===== src/hdl/cnb_pkg.sv =====
package cnb_pkg;

  localparam int unsigned FifoDepthDefault = 2;

  localparam logic [7:0] MagicByte = 8'h46;  // 'F'
  localparam logic [7:0] CmdSet    = 8'h53;  // 'S'
  localparam logic [7:0] CmdLoad   = 8'h4C;  // 'L'
  localparam logic [7:0] LoadFlag  = 8'h20;

  localparam logic [8:0]  AddrFlag   = 9'h100;
  localparam logic [11:0] StopBits   = 12'hC00;
  localparam logic [3:0]  WordBits   = 4'd12;
  localparam logic [2:0]  FrameWords = 3'd5;

  // parse positions of the six-byte command
  localparam logic [2:0] PosMagic = 3'd0;
  localparam logic [2:0] PosCmd   = 3'd1;
  localparam logic [2:0] PosAddr  = 3'd2;
  localparam logic [2:0] PosRed   = 3'd3;
  localparam logic [2:0] PosGreen = 3'd4;
  localparam logic [2:0] PosBlue  = 3'd5;

  typedef struct packed {
    logic       is_tick;
    logic [7:0] data;
    logic [3:0] zeros;
  } op_t;

  typedef struct packed {
    logic full;
    logic empty;
  } fifo_stat_t;

  function automatic logic [3:0] zero_count(logic [7:0] v);
    logic [3:0] n;
    n = '0;
    for (int i = 0; i < 8; i++) begin
      n = n + {3'b000, ~v[i]};
    end
    return n;
  endfunction

endpackage


===== src/hdl/cnb_front.sv =====
module cnb_front (
  input  logic               in_valid_i,
  output logic               in_stall_o,
  input  logic               command_i,
  input  logic [7:0]         rx_byte_i,
  input  cnb_pkg::fifo_stat_t stat_i,
  output logic               push_o,
  output cnb_pkg::op_t       op_o
);
  import cnb_pkg::*;

  assign in_stall_o = stat_i.full;
  assign push_o     = in_valid_i && !stat_i.full;

  // zero-bit count is taken here so the back end only adds
  always_comb begin
    op_o.is_tick = command_i;
    op_o.data    = rx_byte_i;
    op_o.zeros   = zero_count(rx_byte_i);
  end

endmodule


===== src/hdl/cnb_fifo.sv =====
module cnb_fifo #(
  parameter int unsigned Depth = cnb_pkg::FifoDepthDefault
) (
  input  logic                clk_i,
  input  logic                rst_ni,
  input  logic                push_i,
  input  cnb_pkg::op_t        push_op_i,
  input  logic                pop_i,
  output cnb_pkg::op_t        pop_op_o,
  output cnb_pkg::fifo_stat_t stat_o
);
  import cnb_pkg::*;

  localparam int unsigned PtrW = (Depth > 1) ? $clog2(Depth) : 1;
  localparam int unsigned CntW = $clog2(Depth + 1);
  localparam logic [PtrW-1:0] LastPtr = PtrW'(Depth - 1);
  localparam logic [CntW-1:0] FullCnt = CntW'(Depth);

  op_t             mem_q [Depth];
  logic [PtrW-1:0] wr_ptr_q, wr_ptr_d;
  logic [PtrW-1:0] rd_ptr_q, rd_ptr_d;
  logic [CntW-1:0] count_q, count_d;

  assign stat_o.full  = (count_q == FullCnt);
  assign stat_o.empty = (count_q == '0);
  assign pop_op_o     = mem_q[rd_ptr_q];

  always_comb begin
    wr_ptr_d = wr_ptr_q;
    rd_ptr_d = rd_ptr_q;
    count_d  = count_q;
    if (push_i) begin
      wr_ptr_d = (wr_ptr_q == LastPtr) ? '0 : wr_ptr_q + 1'b1;
    end
    if (pop_i) begin
      rd_ptr_d = (rd_ptr_q == LastPtr) ? '0 : rd_ptr_q + 1'b1;
    end
    if (push_i && !pop_i) begin
      count_d = count_q + 1'b1;
    end else if (pop_i && !push_i) begin
      count_d = count_q - 1'b1;
    end
  end

  always_ff @(posedge clk_i or negedge rst_ni) begin
    if (!rst_ni) begin
      wr_ptr_q <= '0;
      rd_ptr_q <= '0;
      count_q  <= '0;
    end else begin
      wr_ptr_q <= wr_ptr_d;
      rd_ptr_q <= rd_ptr_d;
      count_q  <= count_d;
    end
  end

  always_ff @(posedge clk_i) begin
    if (push_i) begin
      mem_q[wr_ptr_q] <= push_op_i;
    end
  end

endmodule


===== src/hdl/cnb_back.sv =====
module cnb_back (
  input  logic                clk_i,
  input  logic                rst_ni,
  input  cnb_pkg::op_t        op_i,
  input  cnb_pkg::fifo_stat_t stat_i,
  output logic                pop_o,
  output logic                out_valid_o,
  input  logic                out_stall_i,
  output logic                line_level_o,
  output logic                busy_res_o,
  output logic                command_done_o
);
  import cnb_pkg::*;

  logic [2:0]  parse_q, parse_d;
  logic [7:0]  frame_q [5];
  logic [7:0]  frame_d [5];
  logic [11:0] shift_q, shift_d;
  logic [3:0]  bits_q, bits_d;
  logic [2:0]  sent_q, sent_d;
  logic        line_q, line_d;
  logic        done_d;
  logic        take;
  logic [2:0]  slot;
  logic [8:0]  data9;
  logic        load;

  logic out_valid_q, out_busy_q, out_done_q;

  assign take  = !out_valid_q || !out_stall_i;
  assign pop_o = take && !stat_i.empty;
  assign slot  = parse_q - PosAddr;

  always_comb begin
    parse_d = parse_q;
    frame_d = frame_q;
    shift_d = shift_q;
    bits_d  = bits_q;
    sent_d  = sent_q;
    line_d  = line_q;
    done_d  = 1'b0;
    data9   = '0;
    load    = 1'b0;
    if (pop_o) begin
      if (op_i.is_tick) begin
        if (bits_q != '0) begin
          line_d  = shift_q[0];
          bits_d  = bits_q - 1'b1;
          shift_d = {1'b0, shift_q[11:1]};
        end
        if (bits_d == '0) begin
          if (sent_q == '0) begin
            data9  = AddrFlag | {1'b0, frame_q[0]};
            load   = 1'b1;
            sent_d = 3'd1;
          end else if (sent_q < FrameWords) begin
            data9  = {1'b0, frame_q[sent_q]};
            load   = 1'b1;
            sent_d = sent_q + 1'b1;
          end
        end
        if (load) begin
          shift_d = StopBits | {2'b00, data9, 1'b0};
          bits_d  = WordBits;
        end
      end else begin
        unique case (parse_q)
          PosMagic: begin
            if (op_i.data == MagicByte) begin
              parse_d = PosCmd;
            end
          end
          PosCmd: begin
            if (op_i.data == CmdSet) begin
              frame_d[4] = '0;
              parse_d    = PosAddr;
            end else if (op_i.data == CmdLoad) begin
              frame_d[4] = LoadFlag;
              parse_d    = PosAddr;
            end else begin
              parse_d = PosMagic;
            end
          end
          PosAddr: begin
            frame_d[0] = op_i.data;
            parse_d    = PosRed;
          end
          PosRed, PosGreen, PosBlue: begin
            frame_d[slot] = op_i.data;
            frame_d[4] = frame_q[4] + {4'b0000, op_i.zeros};
            if (parse_q == PosBlue) begin
              parse_d = PosMagic;
              sent_d  = '0;
              done_d  = 1'b1;
            end else begin
              parse_d = parse_q + 1'b1;
            end
          end
          default: begin
            parse_d = PosMagic;
          end
        endcase
      end
    end
  end

  always_ff @(posedge clk_i or negedge rst_ni) begin
    if (!rst_ni) begin
      parse_q     <= PosMagic;
      frame_q     <= '{default: '0};
      shift_q     <= '0;
      bits_q      <= '0;
      sent_q      <= FrameWords;
      line_q      <= 1'b1;
      out_valid_q <= 1'b0;
    end else begin
      parse_q <= parse_d;
      frame_q <= frame_d;
      shift_q <= shift_d;
      bits_q  <= bits_d;
      sent_q  <= sent_d;
      line_q  <= line_d;
      if (take) begin
        out_valid_q <= !stat_i.empty;
      end
    end
  end

  always_ff @(posedge clk_i) begin
    if (pop_o) begin
      out_busy_q <= (bits_d != '0) || (sent_d < FrameWords);
      out_done_q <= done_d;
    end
  end

  // line state only moves on a pop, so it always matches the held result
  assign out_valid_o    = out_valid_q;
  assign line_level_o   = line_q;
  assign busy_res_o     = out_busy_q;
  assign command_done_o = out_done_q;

endmodule


===== src/hdl/command_to_nine_bit_serial_bridge.sv =====
// Flow: the queue takes the item at the input transfer, the back end executes it and
// registers the result in its output register, where a stall at the output holds it.
// Throughput: one item per cycle; the back end takes one queued item per cycle while
// its output register is free or being taken. The FifoDepth-entry queue absorbs stall.
// Reset: asynchronous; parser at the magic byte, frame bytes zero, transmitter idle
// with the line high, queue and output empty.
module command_to_nine_bit_serial_bridge #(
  parameter int unsigned FifoDepth = cnb_pkg::FifoDepthDefault
) (
  input  logic       clk_i,
  input  logic       rst_ni,
  input  logic       in_valid_i,
  output logic       in_stall_o,
  input  logic       command_i,
  input  logic [7:0] rx_byte_i,
  output logic       out_valid_o,
  input  logic       out_stall_i,
  output logic       line_level_o,
  output logic       busy_res_o,
  output logic       command_done_o
);
  import cnb_pkg::*;

  fifo_stat_t stat;
  op_t        push_op;
  op_t        pop_op;
  logic       push;
  logic       pop;

  cnb_front u_front (
    .in_valid_i (in_valid_i),
    .in_stall_o (in_stall_o),
    .command_i  (command_i),
    .rx_byte_i  (rx_byte_i),
    .stat_i     (stat),
    .push_o     (push),
    .op_o       (push_op)
  );

  cnb_fifo #(
    .Depth (FifoDepth)
  ) u_fifo (
    .clk_i     (clk_i),
    .rst_ni    (rst_ni),
    .push_i    (push),
    .push_op_i (push_op),
    .pop_i     (pop),
    .pop_op_o  (pop_op),
    .stat_o    (stat)
  );

  cnb_back u_back (
    .clk_i          (clk_i),
    .rst_ni         (rst_ni),
    .op_i           (pop_op),
    .stat_i         (stat),
    .pop_o          (pop),
    .out_valid_o    (out_valid_o),
    .out_stall_i    (out_stall_i),
    .line_level_o   (line_level_o),
    .busy_res_o     (busy_res_o),
    .command_done_o (command_done_o)
  );

endmodule


===== config.mk =====
export PLATFORM = sky130hd
export DESIGN_NAME = command_to_nine_bit_serial_bridge
export DESIGN_NICKNAME = d
export VERILOG_FILES = /design/src/hdl/cnb_pkg.sv /design/src/hdl/cnb_front.sv /design/src/hdl/cnb_fifo.sv /design/src/hdl/cnb_back.sv /design/src/hdl/command_to_nine_bit_serial_bridge.sv
export SDC_FILE = /design/constraint.sdc
export NUM_CORES = 1
export LEC_CHECK = 0
export BUFFER_PORTS_ARGS = -buffer_cell sky130_fd_sc_hd__buf_2
export CORE_MARGIN = 8
export CORE_UTILIZATION = 30
export CTS_CLUSTER_SIZE = 8
export DETAILED_ROUTE_END_ITERATION = 8
export PLACE_DENSITY_LB_ADDON = 0.2
export SLEW_MARGIN = 20
export SYNTH_ARGS = -nofsm -noshare
export SYNTH_HDL_FRONTEND = slang
export SYNTH_HIERARCHICAL = 1
export SYNTH_SLANG_ARGS = --single-unit

===== constraint.sdc =====
create_clock -name clk_i -period 2.9 [get_ports clk_i]
set_clock_uncertainty 0.05 [all_clocks]
set_input_delay 0.58 -clock clk_i [delete_from_list [all_inputs] [get_ports clk_i]]
set_output_delay 0.58 -clock clk_i [all_outputs]
set_load 0.005 [all_outputs]

Yosys cells after proc, flatten, opt, wreduce, memory -nomap -nowiden
Memory sizes are Yosys's and may differ from the RTL's.
Cells that the tools add are included.

cells by class
  $add $sub $neg = 16
  order comparisons = 5
  equal/unequal tests = 11
  multiplexer cells = 45
  bitwise logic cells = 12
  reduce and logical (&&, ||, !) cells = 31

operator list
  kind                 count
  $mux 8               6
  $bwmux 40            1
  $pmux 8 s2           2
  $mux 3               9
  $add 4x1->4          6
  $bmux 8 s3           1
  $demux 8 s3          1
  $eq 8x7->1 const B   3
  $mux 12              2
  $mux 4               6
  $mux 9               2
  $reduce_and 3->1     5
  $pmux 3 s4           1
  $mux 1               10
  $not 1->1            10
  $add 8x4->8          1
  $ge 4x4->1 const B   2
  $mux 2               4
  $not 3->4            2
  $reduce_bool 2->1    4
  $reduce_bool 4->1    2
  $add 3x1->3 const B  2
  $eq 3x2->1 const B   2
  $eq 3x3->1 const B   2
  21 further kinds     34

storage, ports and cells
  register bits = 70
  RAM bits = 26
  input bits = 13
  output and inout port bits = 5
  word-level logic and storage cells = 137
  memories = 1

memory list
  memory        depth  width  rd ports  clocked after Yosys merged registers in  write ports  RTL line        RTL
  u_fifo.mem_q  2      13     1         0                                        1            cnb_fifo.sv:19  op_t mem_q [Depth];

Logic depth before layout (Yosys ltp)
  depth after elaboration = 13
  mapped depth = 10

Modules after synthesis
Netlist, hierarchy kept.

modules (own cells, without submodules)
  module     times used  cells an instance  area an instance (um^2)
  cnb_back   1           360                3517.1
  cnb_fifo   1           56                 1124.8
  cnb_front  1           32                 260.2

Least setup slack after synthesis
Ideal clock, no wire load.

  path type = input -> register
  start point = input port rx_byte_i[0]
  end point = memory u_fifo/mem_q[0][2] in the netlist's numbering, data pin
  arrival = 2.816 ns
  data required time = 2.588 ns
  setup slack = -0.228 ns
  stages = 8
  buffers on the path = 0
  path through = fa_1 -> inv_1 -> fa_1 -> fa_1 -> ha_1 -> inv_1 -> fa_1 -> xnor2_1

RTL lines
  element      RTL line                                 RTL
  from (decl)  command_to_nine_bit_serial_bridge.sv:15  input logic [7:0] rx_byte_i,
  to (decl)    cnb_fifo.sv:19

==> flow_metrics.env <==
export IMPL_synthToLayoutAreaGrowth_pct=14.2
export IMPL_synth_compound_area_share_pct=13.7
export IMPL_postSynthCellCount=448
export IMPL_grt_pass1_vias=3398
export IMPL_dr_total_vias=3327
export IMPL_place_congestion=0.762
export IMPL_hold_violations=0
export IMPL_ioPinCount=18
export IMPL_synth_fa_ha_area_share_pct=4.85
export IMPL_layout_common_cells="67 x nand2_1, 64 x dfrtp_1, 33 x nor2_1, 30 x mux2_2, 28 x edfxtp_1"
export IMPL_port_buffer_count=17
export IMPL_antenna_found_initial=0
export IMPL_multi_input_area_mm2=0.00210
export IMPL_n_fill_cell=1624
export IMPL_core_area_mm2=0.0159
export IMPL_worstPathCellList="buf_6 -> fa_1 -> inv_1 -> fa_1 -> fa_1 -> ha_2 -> inv_2 -> fa_1 -> xnor2_1"
export IMPL_ys_warnings_count=6
export IMPL_cts_buffers=9
export IMPL_yosys_area_share_simple_pct=13.1
export IMPL_power_density_mw_per_mm2=756
export IMPL_grt_overflow_total=0
export IMPL_use_met3_pct=2.69
export IMPL_grt_pass1_wl_um=18500
export IMPL_cp_top_family="adder cells"
export IMPL_clk_latency_ns=0.35
export IMPL_min_period_over_period_pct=101
export IMPL_failed_checks="negative setup slack"
export IMPL_postLayoutCoreUtil_pct=35.1
export IMPL_grt_max_degree=44
export IMPL_wl_um=10800
export IMPL_critical_path_required_ns=2.95
export IMPL_synth_seq_cells=96
export IMPL_end_kind="flip-flop"
export IMPL_grt_usage_pct=11.6
export IMPL_cp_common_cell="fa_1"
export IMPL_detail_route_antenna_nets=0
export IMPL_drc=0
export IMPL_nNetsFinal=505
export IMPL_vdd_drop_max_uv=345
export IMPL_slew_limit_headroom_pct=35.2
export IMPL_cts_sinks=96
export IMPL_drt_first_pass_iters=4
export IMPL_slew_viol_final=0
export IMPL_yosysTopAreaCellShare_pct=33.2
export IMPL_cts_tree="done"
export IMPL_path_buf_inv=3
export IMPL_busiest_layer="met2"
export IMPL_yosysSeqAreaShare_pct=51.9
export IMPL_hp_class="in2async"
export IMPL_async_reset_ff_share_pct=70.8
export IMPL_slowest_delay_ns=0.52
export IMPL_worst_endpoint_arrival_ns=2.97
export IMPL_die_w_um=144
export IMPL_dieArea_mm2=0.0207
export IMPL_synth_avg_cell_area_um2=10.9
export IMPL_mostFrequentLayoutCell="nand2_1"
export IMPL_synthMuxAreaShare_pct=8.93
export IMPL_drv_cap=0
export IMPL_drt_iter0_drc=125
export IMPL_synth_ff_type="dfrtp_1"
export IMPL_die_h_um=144
export IMPL_regArea_mm2=0.00255
export IMPL_setup_viol=4
export IMPL_slowest_stage="fa_1"
export IMPL_worst_hold_slack_ns=0.203
export IMPL_met1_usage_pct=15.6
export IMPL_worst_pin_slew_ns=0.957
export IMPL_synth_area_leader_cell="dfrtp_1"
export IMPL_status="finished with violations"
export IMPL_clkTransAtPathRegs_ns=0.07
export IMPL_p_leak_nw=2.47
export IMPL_synth_area_leaders="dfrtp_1 33%, edfxtp_1 17%, mux2_2 6.9%, nand2_1 5.1%, ha_1 2.8%"
export IMPL_place_hpwl_um=7940
export IMPL_path_max_fanout=2
export IMPL_htreeDepth=3
export IMPL_timing_final_ws_setup_ns=-0.0229
export IMPL_initial_core_util_pct=30.7
export IMPL_cts_root_buffer="clkbuf_16"
export IMPL_clockBufferDepth=2
export IMPL_n_antenna_cell=0
export IMPL_synth_edff_count=28
export IMPL_cp_start_kind="input pin"
export IMPL_netlist_area_mm2=0.00490
export IMPL_crit_type="in2reg"
export IMPL_rows=46
export IMPL_final_min_clock_period_ns=2.92
export IMPL_routed_via_density=4.77
export IMPL_syn_nets=477
export IMPL_drive_above_1_share_pct=21.2
export IMPL_max_freq_mhz=342
export IMPL_synth_top_family_by_area="compound AO/OA/AOI/OAI gates"
export IMPL_synth_xor_area_share_pct=2.14
export IMPL_rsz0062_at_grt="yes"
export IMPL_grt_util_met2_pct=18.1
export IMPL_hold_buffers=0
export IMPL_synth_distinct_cells=63
export IMPL_avgRoutedWirePerCell_um=15.6
-- metal layers --
metal	vias up	wire length [µm]
li1	1645	-
met1	1644	5430
met2	31	5090
met3	7	217
met4	0	102
met5	-	0
-- metrics by stage --
step / cell area (µm²) / TNS [ns] / power, mW / worst slack [ns] / cells
after floorplan: 4900 / -0.734 / 2.70 / -0.186 / 448
after global placement: 5310 / -1.38 / 3.09 / -0.337 / 681
after detailed placement: 5310 / -1.57 / 3.11 / -0.373 / 681
after CTS: 5600 / 0 / 4.32 / 0.0107 / 697
after global routing: 5600 / -0.228 / 4.52 / -0.0726 / 697
final: 5600 / -0.0672 / 4.23 / -0.0229 / 697
-- flip-flops by register name, summed over array words and instances (netlist names), 2 cells and up --
name            flops
u_back/bits_q       4
u_back/parse_q      3
u_fifo/mem_q       26
u_back/sent_q       3
u_fifo/count_q      2
u_back/shift_q     12
u_back/frame_q     40
-- power breakdown --
| part | internal, mW | switching [mW] | total (mW) |
|---|---|---|---|
| registers | 1.63 | 0.137 | 1.76 |
| clock network | 0.602 | 0.562 | 1.16 |
| logic | 0.554 | 0.750 | 1.30 |
| total | 2.78 | 1.45 | 4.23 |
-- synth_stat cells, types with 3 or more instances --
master     count
mux2_2        30
nand2_1       67
dfstp_2        3
nor3b_1        3
mux2i_1       10
and2_1         3
o22ai_1        5
nand3_1        3
buf_4         12
inv_1         25
edfxtp_1      28
ha_1          11
dfrtp_1       65
nor2_1        33
o21ai_0       16
xnor2_1        5
a21oi_1       20
clkbuf_1       9
a211o_1        6
a211oi_1      12
nand3b_1       4
nor2b_1       10
xor2_1         7
fa_1           5
o2111ai_1      4
-- final cells by class --
| class | instances | area share [%] |
|---|---|---|
| well taps | 216 | 4.83 |
| multi-input cells | 300 | 37.5 |
| flip-flops and latches | 96 | 45.5 |
| repair buffers | 43 | 5.34 |
| clock inverters | 7 | 1.09 |
| clock buffers | 9 | 4.02 |
| inverters | 26 | 1.74 |
-- cell families (layout without fill, tap and decap cells) --
family | Yosys count | after routing
simple gates | 138 | 138
flops | 96 | 96
compound gates | 94 | 94
buf+inv | 52 | 85
mux | 40 | 40
fa+ha+maj | 16 | 16
xor+xnor | 12 | 12
-- what timing repair did --
item | 4_1_cts | 5_1_grt
buffers inserted | 0 | 0
setup endpoints to repair | 4 | 6
resized for setup | 1 | 1
-- final timing paths --
check / startpoint / to / slack, ns / cells past startpoint
max in group asynchronous: rst_ni / u_back/line_level_o / 1.90 / 2
hold reg to reg: u_back/frame_q[14] / u_back/frame_q[14] / 0.43 / 2
setup / recovery: rx_byte_i[0] / u_fifo/mem_q[0][2] / -0.02 / 9
min in group clk_i: command_i / u_fifo/mem_q[0][12] / 0.37 / 1
hold / removal: rst_ni / u_back/bits_q[0] / 0.20 / 1
setup reg to reg: u_fifo/rd_ptr_q / u_back/frame_q[5] / 0.27 / 6
(Power assumes the default switching activity.)
